### config.mk
export PLATFORM = sky130hd
export DESIGN_NAME = html_entity_unescape_stream
export DESIGN_NICKNAME = d
export VERILOG_FILES = /design/src/hw/rtl/heus_pkg.sv /design/src/hw/rtl/heus_front.sv /design/src/hw/rtl/heus_queue.sv /design/src/hw/rtl/heus_back.sv /design/src/hw/rtl/html_entity_unescape_stream.sv
export SDC_FILE = /design/constraint.sdc
export NUM_CORES = 1
export LEC_CHECK = 0
export BUFFER_PORTS_ARGS = -buffer_cell sky130_fd_sc_hd__buf_2
export CAP_MARGIN = 20
export CORE_MARGIN = 2
export CORE_UTILIZATION = 65
export CTS_CLUSTER_DIAMETER = 80
export DETAILED_ROUTE_END_ITERATION = 8
export PLACE_DENSITY = 0.8
export REMOVE_ABC_BUFFERS = 1
export SYNTH_ARGS = -nofsm -noshare
export SYNTH_HDL_FRONTEND = slang
export SYNTH_SLANG_ARGS = --single-unit
### constraint.sdc
create_clock -name clk_i -period 9.4 [get_ports clk_i]
set_input_delay 1.88 -clock clk_i [delete_from_list [all_inputs] [get_ports clk_i]]
set_output_delay 1.88 -clock clk_i [all_outputs]
set_load 0.1 [all_outputs]
### src/hw/rtl/heus_pkg.sv
`default_nettype none

package heus_pkg;

  // Depth of the job queue between the front and back ends.
  localparam int unsigned QUEUE_DEPTH = 4;

  // Characters that take part in the five entities.
  localparam logic [7:0] CH_AMP   = 8'h26;
  localparam logic [7:0] CH_LT    = 8'h3c;
  localparam logic [7:0] CH_GT    = 8'h3e;
  localparam logic [7:0] CH_QUOTE = 8'h22;
  localparam logic [7:0] CH_APOS  = 8'h27;
  localparam logic [7:0] CH_SEMI  = 8'h3b;
  localparam logic [7:0] CH_HASH  = 8'h23;
  localparam logic [7:0] CH_A     = 8'h61;
  localparam logic [7:0] CH_M     = 8'h6d;
  localparam logic [7:0] CH_P     = 8'h70;
  localparam logic [7:0] CH_L     = 8'h6c;
  localparam logic [7:0] CH_T     = 8'h74;
  localparam logic [7:0] CH_G     = 8'h67;
  localparam logic [7:0] CH_Q     = 8'h71;
  localparam logic [7:0] CH_U     = 8'h75;
  localparam logic [7:0] CH_O     = 8'h6f;
  localparam logic [7:0] CH_3     = 8'h33;
  localparam logic [7:0] CH_9     = 8'h39;
  localparam logic [7:0] CH_NUL   = 8'h00;

  // Match state: which entity prefix is currently held, one-hot.
  typedef enum logic [15:0] {
    P_NONE = 16'h0001,  // nothing held
    P_AMP  = 16'h0002,  // "&"
    P_A    = 16'h0004,  // "&a"
    P_AM   = 16'h0008,  // "&am"
    P_AMPP = 16'h0010,  // "&amp"
    P_L    = 16'h0020,  // "&l"
    P_LT   = 16'h0040,  // "&lt"
    P_G    = 16'h0080,  // "&g"
    P_GT   = 16'h0100,  // "&gt"
    P_Q    = 16'h0200,  // "&q"
    P_QU   = 16'h0400,  // "&qu"
    P_QUO  = 16'h0800,  // "&quo"
    P_QUOT = 16'h1000,  // "&quot"
    P_H    = 16'h2000,  // "&#"
    P_H3   = 16'h4000,  // "&#3"
    P_H39  = 16'h8000   // "&#39"
  } pfx_e;

  // Input and result words.
  typedef struct packed {
    logic [7:0] in_byte;
    logic       in_last;
  } in_word_t;

  typedef struct packed {
    logic [7:0] out_byte;
    logic       out_run_end;
    logic       out_string_end;
  } out_word_t;

  // One job for the back end: the held prefix text, then an optional tail byte.
  typedef struct packed {
    pfx_e       pfx;
    logic       has_tail;
    logic [7:0] tail;
    logic       last;
  } job_t;

  // Result of checking for a completed entity.
  typedef struct packed {
    logic       hit;
    logic [7:0] ch;
  } ent_t;

  // Prefix that the held prefix plus one byte extends to, P_NONE if none.
  function automatic pfx_e next_prefix(pfx_e s, logic [7:0] b);
    pfx_e r;
    r = P_NONE;
    case (s)
      P_NONE: if (b == CH_AMP) r = P_AMP;
      P_AMP: begin
        if (b == CH_A) r = P_A;
        else if (b == CH_L) r = P_L;
        else if (b == CH_G) r = P_G;
        else if (b == CH_Q) r = P_Q;
        else if (b == CH_HASH) r = P_H;
      end
      P_A:   if (b == CH_M) r = P_AM;
      P_AM:  if (b == CH_P) r = P_AMPP;
      P_L:   if (b == CH_T) r = P_LT;
      P_G:   if (b == CH_T) r = P_GT;
      P_Q:   if (b == CH_U) r = P_QU;
      P_QU:  if (b == CH_O) r = P_QUO;
      P_QUO: if (b == CH_T) r = P_QUOT;
      P_H:   if (b == CH_3) r = P_H3;
      P_H3:  if (b == CH_9) r = P_H39;
      default: r = P_NONE;
    endcase
    return r;
  endfunction

  // Completed entity for the held prefix plus one byte.
  function automatic ent_t entity_done(pfx_e s, logic [7:0] b);
    ent_t r;
    r.hit = 1'b0;
    r.ch  = CH_NUL;
    if (b == CH_SEMI) begin
      case (s)
        P_AMPP: begin r.hit = 1'b1; r.ch = CH_AMP;   end
        P_LT:   begin r.hit = 1'b1; r.ch = CH_LT;    end
        P_GT:   begin r.hit = 1'b1; r.ch = CH_GT;    end
        P_QUOT: begin r.hit = 1'b1; r.ch = CH_QUOTE; end
        P_H39:  begin r.hit = 1'b1; r.ch = CH_APOS;  end
        default: r.hit = 1'b0;
      endcase
    end
    return r;
  endfunction

  // Number of bytes a prefix holds.
  function automatic logic [2:0] prefix_len(pfx_e s);
    logic [2:0] n;
    case (s)
      P_NONE:                        n = 3'd0;
      P_AMP:                         n = 3'd1;
      P_A, P_L, P_G, P_Q, P_H:       n = 3'd2;
      P_AM, P_LT, P_GT, P_QU, P_H3:  n = 3'd3;
      P_AMPP, P_QUO, P_H39:          n = 3'd4;
      P_QUOT:                        n = 3'd5;
      default:                       n = 3'd0;
    endcase
    return n;
  endfunction

  // Prefix text, first byte in the low bits.
  function automatic logic [47:0] prefix_text(pfx_e s);
    logic [47:0] t;
    case (s)
      P_AMP:  t = {CH_NUL, CH_NUL, CH_NUL, CH_NUL, CH_NUL, CH_AMP};
      P_A:    t = {CH_NUL, CH_NUL, CH_NUL, CH_NUL, CH_A, CH_AMP};
      P_AM:   t = {CH_NUL, CH_NUL, CH_NUL, CH_M, CH_A, CH_AMP};
      P_AMPP: t = {CH_NUL, CH_NUL, CH_P, CH_M, CH_A, CH_AMP};
      P_L:    t = {CH_NUL, CH_NUL, CH_NUL, CH_NUL, CH_L, CH_AMP};
      P_LT:   t = {CH_NUL, CH_NUL, CH_NUL, CH_T, CH_L, CH_AMP};
      P_G:    t = {CH_NUL, CH_NUL, CH_NUL, CH_NUL, CH_G, CH_AMP};
      P_GT:   t = {CH_NUL, CH_NUL, CH_NUL, CH_T, CH_G, CH_AMP};
      P_Q:    t = {CH_NUL, CH_NUL, CH_NUL, CH_NUL, CH_Q, CH_AMP};
      P_QU:   t = {CH_NUL, CH_NUL, CH_NUL, CH_U, CH_Q, CH_AMP};
      P_QUO:  t = {CH_NUL, CH_NUL, CH_O, CH_U, CH_Q, CH_AMP};
      P_QUOT: t = {CH_NUL, CH_T, CH_O, CH_U, CH_Q, CH_AMP};
      P_H:    t = {CH_NUL, CH_NUL, CH_NUL, CH_NUL, CH_HASH, CH_AMP};
      P_H3:   t = {CH_NUL, CH_NUL, CH_NUL, CH_3, CH_HASH, CH_AMP};
      P_H39:  t = {CH_NUL, CH_NUL, CH_9, CH_3, CH_HASH, CH_AMP};
      default: t = '0;
    endcase
    return t;
  endfunction

endpackage

`default_nettype wire

### src/hw/rtl/heus_front.sv
`default_nettype none

module heus_front (
  input  wire logic               clk_i,
  input  wire logic               rst_ni,
  input  wire logic               accept_i,
  input  wire heus_pkg::in_word_t in_i,
  output heus_pkg::job_t          job_o,
  output logic                    job_push_o
);
  import heus_pkg::*;

  pfx_e       state_q, state_d;
  pfx_e       ext;
  ent_t       ent;
  logic [7:0] b;
  logic       last;

  assign b    = in_i.in_byte;
  assign last = in_i.in_last;
  assign ext  = next_prefix(state_q, b);
  assign ent  = entity_done(state_q, b);

  // Classify the byte against the held prefix and build the job.
  always_comb begin
    state_d        = state_q;
    job_o.pfx      = P_NONE;
    job_o.has_tail = 1'b0;
    job_o.tail     = b;
    job_o.last     = last;
    job_push_o     = 1'b0;
    if (ext != P_NONE) begin
      // The prefix grows; on the final byte the grown prefix is flushed.
      job_o.pfx  = ext;
      job_push_o = accept_i && last;
      state_d    = last ? P_NONE : ext;
    end else if (ent.hit) begin
      job_o.has_tail = 1'b1;
      job_o.tail     = ent.ch;
      job_push_o     = accept_i;
      state_d        = P_NONE;
    end else begin
      // Broken match: held prefix goes out verbatim, then the byte or a new prefix.
      job_o.pfx  = state_q;
      job_push_o = accept_i;
      if (b == CH_AMP && !last) begin
        state_d = P_AMP;
      end else begin
        job_o.has_tail = 1'b1;
        state_d        = P_NONE;
      end
    end
  end

  // Match state register.
  always_ff @(posedge clk_i or negedge rst_ni) begin
    if (!rst_ni) begin
      state_q <= P_NONE;
    end else if (accept_i) begin
      state_q <= state_d;
    end
  end

`ifndef SYNTH
  // A string never leaves a prefix held behind it.
  a_last_idle: assert property (@(posedge clk_i) disable iff (!rst_ni)
    accept_i && in_i.in_last |=> state_q == P_NONE)
    else $error("prefix held after final byte");

  // Every pushed job carries at least one byte.
  a_job_nonempty: assert property (@(posedge clk_i) disable iff (!rst_ni)
    job_push_o |-> (job_o.has_tail || job_o.pfx != P_NONE))
    else $error("empty job pushed");
`endif

endmodule

`default_nettype wire

### src/hw/rtl/heus_queue.sv
`default_nettype none

module heus_queue #(
  parameter int unsigned Depth = heus_pkg::QUEUE_DEPTH
) (
  input  wire logic           clk_i,
  input  wire logic           rst_ni,
  input  wire logic           push_i,
  input  wire heus_pkg::job_t data_i,
  output logic                full_o,
  input  wire logic           pop_i,
  output heus_pkg::job_t      data_o,
  output logic                empty_o
);
  import heus_pkg::*;

  localparam int unsigned AW = (Depth > 1) ? $clog2(Depth) : 1;
  localparam int unsigned CW = $clog2(Depth + 1);

  job_t          mem_q [Depth];
  logic [AW-1:0] wr_ptr_q, rd_ptr_q;
  logic [CW-1:0] cnt_q;
  logic          do_push, do_pop;

  assign full_o  = (cnt_q == CW'(Depth));
  assign empty_o = (cnt_q == '0);
  assign do_push = push_i && !full_o;
  assign do_pop  = pop_i && !empty_o;
  assign data_o  = mem_q[rd_ptr_q];

  // Storage.
  always_ff @(posedge clk_i) begin
    if (do_push) begin
      mem_q[wr_ptr_q] <= data_i;
    end
  end

  // Pointers and fill count.
  always_ff @(posedge clk_i or negedge rst_ni) begin
    if (!rst_ni) begin
      wr_ptr_q <= '0;
      rd_ptr_q <= '0;
      cnt_q    <= '0;
    end else begin
      if (do_push) begin
        wr_ptr_q <= (wr_ptr_q == AW'(Depth - 1)) ? '0 : wr_ptr_q + 1'b1;
      end
      if (do_pop) begin
        rd_ptr_q <= (rd_ptr_q == AW'(Depth - 1)) ? '0 : rd_ptr_q + 1'b1;
      end
      if (do_push && !do_pop) begin
        cnt_q <= cnt_q + 1'b1;
      end else if (do_pop && !do_push) begin
        cnt_q <= cnt_q - 1'b1;
      end
    end
  end

`ifndef SYNTH
  // The fill count stays within the storage.
  a_cnt_range: assert property (@(posedge clk_i) disable iff (!rst_ni)
    cnt_q <= CW'(Depth))
    else $error("queue count out of range");
`endif

endmodule

`default_nettype wire

### src/hw/rtl/heus_back.sv
`default_nettype none

module heus_back (
  input  wire logic           clk_i,
  input  wire logic           rst_ni,
  input  wire heus_pkg::job_t job_i,
  input  wire logic           job_valid_i,
  output logic                job_pop_o,
  output heus_pkg::out_word_t out_o,
  output logic                empty_o,
  input  wire logic           pop_i
);
  import heus_pkg::*;

  logic [2:0]  idx_q, idx_d;
  out_word_t   out_q, out_d;
  logic        out_valid_q;
  logic [2:0]  plen, total;
  logic [47:0] ptxt;
  logic        run_end, advance;

  assign plen    = prefix_len(job_i.pfx);
  assign ptxt    = prefix_text(job_i.pfx);
  assign total   = plen + {2'b00, job_i.has_tail};
  assign run_end = ((idx_q + 3'd1) == total);
  assign advance = job_valid_i && (!out_valid_q || pop_i);

  // Pick the next word of the head job: prefix bytes first, then the tail.
  always_comb begin
    out_d.out_byte       = (idx_q < plen) ? ptxt[{idx_q, 3'b000} +: 8] : job_i.tail;
    out_d.out_run_end    = run_end;
    out_d.out_string_end = run_end && job_i.last;
    idx_d                = run_end ? 3'd0 : idx_q + 3'd1;
  end

  assign job_pop_o = advance && run_end;
  assign out_o     = out_q;
  assign empty_o   = !out_valid_q;

  // Output word register.
  always_ff @(posedge clk_i) begin
    if (advance) begin
      out_q <= out_d;
    end
  end

  // Byte index within the job and output valid flag.
  always_ff @(posedge clk_i or negedge rst_ni) begin
    if (!rst_ni) begin
      idx_q       <= 3'd0;
      out_valid_q <= 1'b0;
    end else begin
      if (advance) begin
        idx_q       <= idx_d;
        out_valid_q <= 1'b1;
      end else if (pop_i) begin
        out_valid_q <= 1'b0;
      end
    end
  end

`ifndef SYNTH
  // The end of a string is always the end of its run.
  a_str_end_run: assert property (@(posedge clk_i) disable iff (!rst_ni)
    !empty_o && out_o.out_string_end |-> out_o.out_run_end)
    else $error("string end without run end");

  // The index stays below the length of the head job.
  a_idx_range: assert property (@(posedge clk_i) disable iff (!rst_ni)
    job_valid_i |-> idx_q < total)
    else $error("job index past job length");
`endif

endmodule

`default_nettype wire

### src/hw/rtl/html_entity_unescape_stream.sv
`default_nettype none

// Streaming decoder for &amp; &lt; &gt; &quot; &#39;. One byte word is taken per
// cycle whenever the job queue has room; the front end matches it against the
// held entity prefix in that same cycle and queues a job; a byte that only
// extends a prefix queues nothing unless it ends the string. The back end
// emits a job's words in order, 1 to 6 of them (the held prefix plus one byte);
// a result passes the job queue and then the back end's output register. The
// output sequencer in the back end sets the sustained rate: one result word per
// cycle while the receiver pops, one input byte per cycle for ordinary text.
module html_entity_unescape_stream #(
  parameter int unsigned QueueDepth = heus_pkg::QUEUE_DEPTH
) (
  input  wire logic                clk_i,
  input  wire logic                rst_ni,
  input  wire heus_pkg::in_word_t  in_word_i,
  input  wire logic                push,
  output logic                     full,
  output heus_pkg::out_word_t      out_word_o,
  output logic                     empty,
  input  wire logic                pop
);
  import heus_pkg::*;

  job_t front_job, head_job;
  logic front_push, q_full, q_empty, q_pop;

  assign full = q_full;

  // Front end: match state and classification.
  heus_front u_front (
    .clk_i      (clk_i),
    .rst_ni     (rst_ni),
    .accept_i   (push && !q_full),
    .in_i       (in_word_i),
    .job_o      (front_job),
    .job_push_o (front_push)
  );

  // Job queue between the two ends.
  heus_queue #(
    .Depth (QueueDepth)
  ) u_queue (
    .clk_i   (clk_i),
    .rst_ni  (rst_ni),
    .push_i  (front_push),
    .data_i  (front_job),
    .full_o  (q_full),
    .pop_i   (q_pop),
    .data_o  (head_job),
    .empty_o (q_empty)
  );

  // Back end: emits the words of each job.
  heus_back u_back (
    .clk_i       (clk_i),
    .rst_ni      (rst_ni),
    .job_i       (head_job),
    .job_valid_i (!q_empty),
    .job_pop_o   (q_pop),
    .out_o       (out_word_o),
    .empty_o     (empty),
    .pop_i       (pop)
  );

endmodule

`default_nettype wire

# == Word-level counts from Yosys, hierarchy flattened ==
# Memory sizes are Yosys's and may differ from the RTL's.
# Index checks and enable logic that the tools add are counted.
# word_totals
ff_bits,37
mem_bits_rw,104
out_inout_bits,12
elab_cells,134
n_memories,1
# op_classes
add_sub_neg,6
order_cmp,1
eq_ne,50
shift,1
n_mux,42
reduce_logical,24
# memory_table
name,depth,word_bits,read_ports,rd_clocked_by_memory_dff,write_ports,line_no,text
u_queue.mem_q,4,26,1,0,1,heus_queue.sv:20,job_t mem_q [Depth];
# ops
op,count
$pmux W39 S15,1
$pmux W16 S11,1
$mux W16,9
$eq A8 B7 Y1 const B,9
$shiftx A48 B7 Y8,1
$eq A8 B6 Y1 const B,5
$eq A16 B10 Y1 const B,2
$eq A16 B11 Y1 const B,2
$eq A16 B12 Y1 const B,2
$eq A16 B13 Y1 const B,2
$eq A16 B14 Y1 const B,2
$eq A16 B15 Y1 const B,2
$eq A16 B16 Y1 const B,2
$eq A16 B2 Y1 const B,2
$eq A16 B3 Y1 const B,2
$eq A16 B4 Y1 const B,2
$eq A16 B5 Y1 const B,2
$eq A16 B6 Y1 const B,2
$eq A16 B7 Y1 const B,2
$eq A16 B8 Y1 const B,2
$eq A16 B9 Y1 const B,2
$pmux W6 S5,1
$mux W9,3
$eq A16 B1 Y1 const B,1
other kinds (29),63

# == Longest topological paths before layout ==
# depth
depth_word,14
mapped_depth,23

# == Cells and area by module ==
# A second synthesis with hierarchy kept.
# unflattened
cells_unflattened,638
area_unflattened_um2,7837.5
# by_module_without_submodules
mod,n_inst,cells_per_inst,area_each_um2,seq_area_each_um2
heus_queue,1,173,4230.3,3298.2
heus_front,1,259,1960.6,401.6
heus_back,1,204,1629.1,400.4
html_entity_unescape_stream,1,2,17.5,0.0

# == Worst setup path after synthesis ==
# OpenSTA, ideal clock, no wires.
# synth_timing
path_kind,input to register
from,input port in_word_i[5] (netlist name)
to,"memory u_queue.mem_q[0][0] (netlist name), enable pin"
arrival_time_ns,4.545
t_required_ns,8.991
slack_ns,4.446
stages,9
path_cell_list,clkbuf_1 -> and4b_1 -> nand3_1 -> nor3_1 -> o211a_1 -> or4_1 -> o211ai_2 -> o21bai_2 -> nor2_1
# synth_between
elab_chain_cells,12
elab_cells_between_ends,34
cone_classes,eq/ne: 14; mux: 19; reduce/logical: 1
# synth_lines
item,line_no,text
start: declaration,html_entity_unescape_stream.sv:16,"input wire heus_pkg::in_word_t in_word_i,"
$eq A8 B6 Y1,heus_pkg.sv:86,else if (b == CH_HASH) r = P_H;
$mux W14,heus_pkg.sv:86,
$mux W16,heus_pkg.sv:85,else if (b == CH_Q) r = P_Q;
$mux W16,heus_pkg.sv:84,else if (b == CH_G) r = P_G;
$mux W16,heus_pkg.sv:83,else if (b == CH_L) r = P_L;
$mux W16,heus_pkg.sv:82,if (b == CH_A) r = P_A;
$pmux W16 S11 (*),heus_pkg.sv:79,case (s)
$ne A16 B1 Y1 (*),heus_front.sv:32,if (ext != P_NONE) begin
$mux W1 (*),heus_front.sv:32,
$logic_and A1 B1 Y1 (*),heus_queue.sv:27,assign do_push = push_i && !full_o;
$mux W1 (*),heus_queue.sv:33,if (do_push) begin
$mux W1 (implied by the code) (*),heus_queue.sv:34,mem_q[wr_ptr_q] <= data_i;
end: declaration,heus_queue.sv:20,
# Mark *: on every way between the ends. The rest lies on a longest branch, timed or not.

# == Final worst setup path ==
# layout_timing
from,register u_queue.rd_ptr_q[0]
to,register u_queue.cnt_q[2]
# layout_between
elab_chain_cells,11
elab_cells_between_ends,29
cone_classes,add/sub: 1; eq/ne: 16; mux: 2; reduce/logical: 9; memory: 1
# layout_lines
item,line_no,text
start: declaration,heus_queue.sv:21,"logic [AW-1:0] wr_ptr_q, rd_ptr_q;"
start signal: assignment,heus_queue.sv:49,rd_ptr_q <= (rd_ptr_q == AW'(Depth - 1)) ? '0 : rd_ptr_q + 1'b1;
$mem_v2 Z4 W26 (*),n/a,
"$eq A16 B4 Y1, or another cell as far along",heus_pkg.sv:123,case (s)
$reduce_or A5 Y1 / $reduce_or A3 Y1 (equally long branches),heus_pkg.sv:123,
$pmux W3 S5,heus_pkg.sv:123,
$add A3 B1 Y3 (*),heus_back.sv:24,"assign total = plen + {2'b00, job_i.has_tail};"
$eq A3 B3 Y1 (*),heus_back.sv:25,assign run_end = ((idx_q + 3'd1) == total);
$logic_and A1 B1 Y1 (*),heus_back.sv:36,assign job_pop_o = advance && run_end;
$logic_and A1 B1 Y1 (*),heus_queue.sv:28,assign do_pop = pop_i && !empty_o;
$logic_not A1 Y1,heus_queue.sv:51,if (do_push && !do_pop) begin
$logic_and A1 B1 Y1,heus_queue.sv:51,
$mux W3 / $reduce_bool A2 Y1 (equally long branches),n/a,
end signal: assignment,heus_queue.sv:52,cnt_q <= cnt_q + 1'b1;
end signal: assignment,heus_queue.sv:54,cnt_q <= cnt_q - 1'b1;
end: declaration,heus_queue.sv:22,logic [CW-1:0] cnt_q;
# Marked as above.
# A chain may end at the register's enable or synchronous reset.

==> results.yml <==
layout:
  drive_gt1_frac: 0.217
  finish.instance_area_um2: 8010
  diodes: 0
  area_delta_synth_final_pct: 10.6
  utilization: 0.738
  finalNetCount: 602
die:
  fp.dieH_um: 110
  io_pins: 25
  dieArea_um2: 12000
  start_util: 0.668
  die_w_um: 110
  rows: 38
  core-area_um2: 10800
global_routing:
  grt_pass1_vias: 4785
  grt_max_degree: 30
  grt_pass1_wl_um: 26000
  antenna_found_initial: 0
  track_usage: 0.298
  grt-ovfl-total: 0
sta:
  worst_pin_slew_ns: 1.05
  tns_ns: 0
  setup_viol: 0
  slew_viol_final: 0
  fin_crit_ns: 5.62
  max_freq_ghz: 0.178
  timing.final.crit_share: 0.597
  clock-skew-final_ns: 0.0143
  max-slew-margin-rel: 0.294
  rsz0062_at_grt: "false"
  postLayoutSetupSlackWorst_ns: 3.78
  hold_viol: 0
critical_path:
  arrival_ns: 6.07
  worstPathRequired_ns: 9.85
  cp_max_fo: 29
  crit_path_end_kind: "flop"
  cp-start-kind: "flop"
  crit_type: "flop to flop"
placement:
  portBuffers: 24
  hpwl_um: 11200
  placed_cell_area_um2: 7450
  gp_congestion: 0.916
  post-place-ws_ns: 3.79
synth:
  synthTopCellsByArea: "edfxtp_1, dfrtp_1, mux4_2"
  synth_top_area_share: 0.473
  synthCells: 557
  async_reset_ff_frac: 0.191
  synth-edff-count: 114
  syn_area_um2: 7240
  synthFlopType: "edfxtp_1"
  yosys_warnings: 0
  synth.avg_cell_area_um2: 13.0
  synthTopCellsByCount: "edfxtp_1, nand2_1, nor2_1"
  yosysSeqAreaShare: 0.566
  synthDistinctLibCells: 76
  synth.largest_area_cell: "edfxtp_1"
  yosysMostFrequentCell: "edfxtp_1"
  ys_ff_latch: 141
clock_tree:
  cts.sinks: 141
  postCtsHoldBufs: 0
  clock_latency_ns: 0.52
  cts_resized: 0
  cts_root_buf: "clkbuf_8"
  cts_setup_buffers: 0
  max-clock-path-buffers: 2
  clk_pin_slew_worst_paths_ns: 0.07
  numCtsBuffers: 17
  cts_tree: "built"
  cts_max_level: 4
detailed_routing:
  drt_first_iter_violations: 493
  routed_wl_um: 16500
  vias_per_cell: 6.69
  drtAntennaViolNets: 0
  drcViolationCount: 0
  dr.pass1.iters: 5
  routedWlPerCell_um: 22.6
  num_vias: 4886
power:
  powerDensity_nw_per_um2: 309
  ir_drop_mv: 0.369
  p_leak_nw: 2.90
hold_path:
  hp-class: "flop to flop"
job:
  drv_cap: 0
status:
  status: "finished, final reports clean"
[where the power goes]
part / switching, mW / total, mW / internal [mW]
clock: 0.285 / 0.625 / 0.339
combinational: 0.607 / 0.920 / 0.312
sequential: 0.101 / 0.932 / 0.830
total: 0.994 / 2.48 / 1.48
[state kept, by name (all words and copies together) (netlist names)]
name,flops
u_queue.wr_ptr_q,2
u_queue.mem_q,104
u_queue.rd_ptr_q,2
u_back.idx_q,3
u_back.out_o,10
u_back.out_valid_q,1
u_front.state_q,16
u_queue.cnt_q,3
[area by class of cell]
| cell class | instances | area, µm² |
|---|---|---|
| sequential | 141 | 4100 |
| multi-input combinational | 370 | 2950 |
| fill | 727 | 2840 |
| clock buffer | 17 | 414 |
| tap | 140 | 175 |
| timing repair buffer | 29 | 158 |
| clock inverter | 15 | 144 |
| inverter | 18 | 67.6 |
[cells by family after synthesis]
| family | share of synthesized area |
|---|---|
| buf+inv | 0.0290 |
| compound gates | 0.0968 |
| flops | 0.566 |
| fa+ha+maj | 0.0218 |
| xor+xnor | 0.0168 |
| simple gates | 0.178 |
| mux | 0.0911 |
[final timing paths]
path | slack, ns | end | depth (start not counted) | from
worst max-delay path | 3.78 | u_queue.cnt_q[2]$_DFFE_PN0P_ | 19 | u_queue.rd_ptr_q[0]$_DFFE_PN0P_
worst min-delay path | 0.49 | u_queue.cnt_q[2]$_DFFE_PN0P_ | 1 | u_queue.cnt_q[2]$_DFFE_PN0P_
worst max register to register | 3.78 | u_queue.cnt_q[2]$_DFFE_PN0P_ | 19 | u_queue.rd_ptr_q[0]$_DFFE_PN0P_
worst min register to register | 0.49 | u_queue.cnt_q[2]$_DFFE_PN0P_ | 1 | u_queue.cnt_q[2]$_DFFE_PN0P_
max in group asynchronous | 7.53 | u_queue.rd_ptr_q[0]$_DFFE_PN0P_ | 1 | rst_ni
min in group asynchronous | 1.39 | u_back.out_valid_q$_DFFE_PN0P_ | 1 | rst_ni
[cell usage in the layout, fill, tap and decap left out, drive strengths merged, types with 9 or more instances in the layout]
| cell type | count |
|---|---|
| edfxtp | 114 |
| nand2 | 60 |
| nor2 | 35 |
| buf | 29 |
| o21ai | 28 |
| inv | 28 |
| mux4 | 26 |
| dfrtp | 26 |
| clkbuf | 17 |
| nand3 | 16 |
| nor4b | 15 |
| nor3 | 13 |
| nor2b | 12 |
| nand4 | 11 |
| ha | 11 |
| nor4 | 11 |
| o31ai | 9 |
[per-stage QoR]
stage / hold WS, ns / power (mW) / instances
floorplan: 0.456 / 1.63 / 529
global route: 0.529 / 2.59 / 730
detailed placement: 0.488 / 1.85 / 698
CTS: 0.497 / 2.48 / 730
finish: 0.493 / 2.48 / 730
global placement: 0.474 / 1.82 / 698
[critical path: stages (launching register included)]
cell	delay [ns]
dfrtp_2	0.99
mux4_2	0.68
nor4_2	0.94
and2_1	0.33
and4_1	0.25
nor4_1	0.09
nor2b_1	0.17
inv_1	0.07
ha_1	0.16
xnor2_1	0.15
xnor2_1	0.20
xnor2_2	0.12
and3_4	0.21
inv_1	0.06
ha_1	0.18
inv_1	0.07
fa_1	0.43
xor2_1	0.17
nor2_1	0.11
xor2_1	0.14
[metal layers]
| metal | part of all wire | up-vias | wire length (µm) | GRT usage |
|---|---|---|---|---|
| li1 | - | 2213 | - | - |
| met1 | 0.42 | 2449 | 6880 | 0.386 |
| met2 | 0.51 | 196 | 8410 | 0.508 |
| met3 | 0.052 | 28 | 858 | 0.0670 |
| met4 | 0.022 | 0 | 360 | 0.0859 |
| met5 | 0 | - | 0 | 0 |
Power figures use the tool's default switching activity.
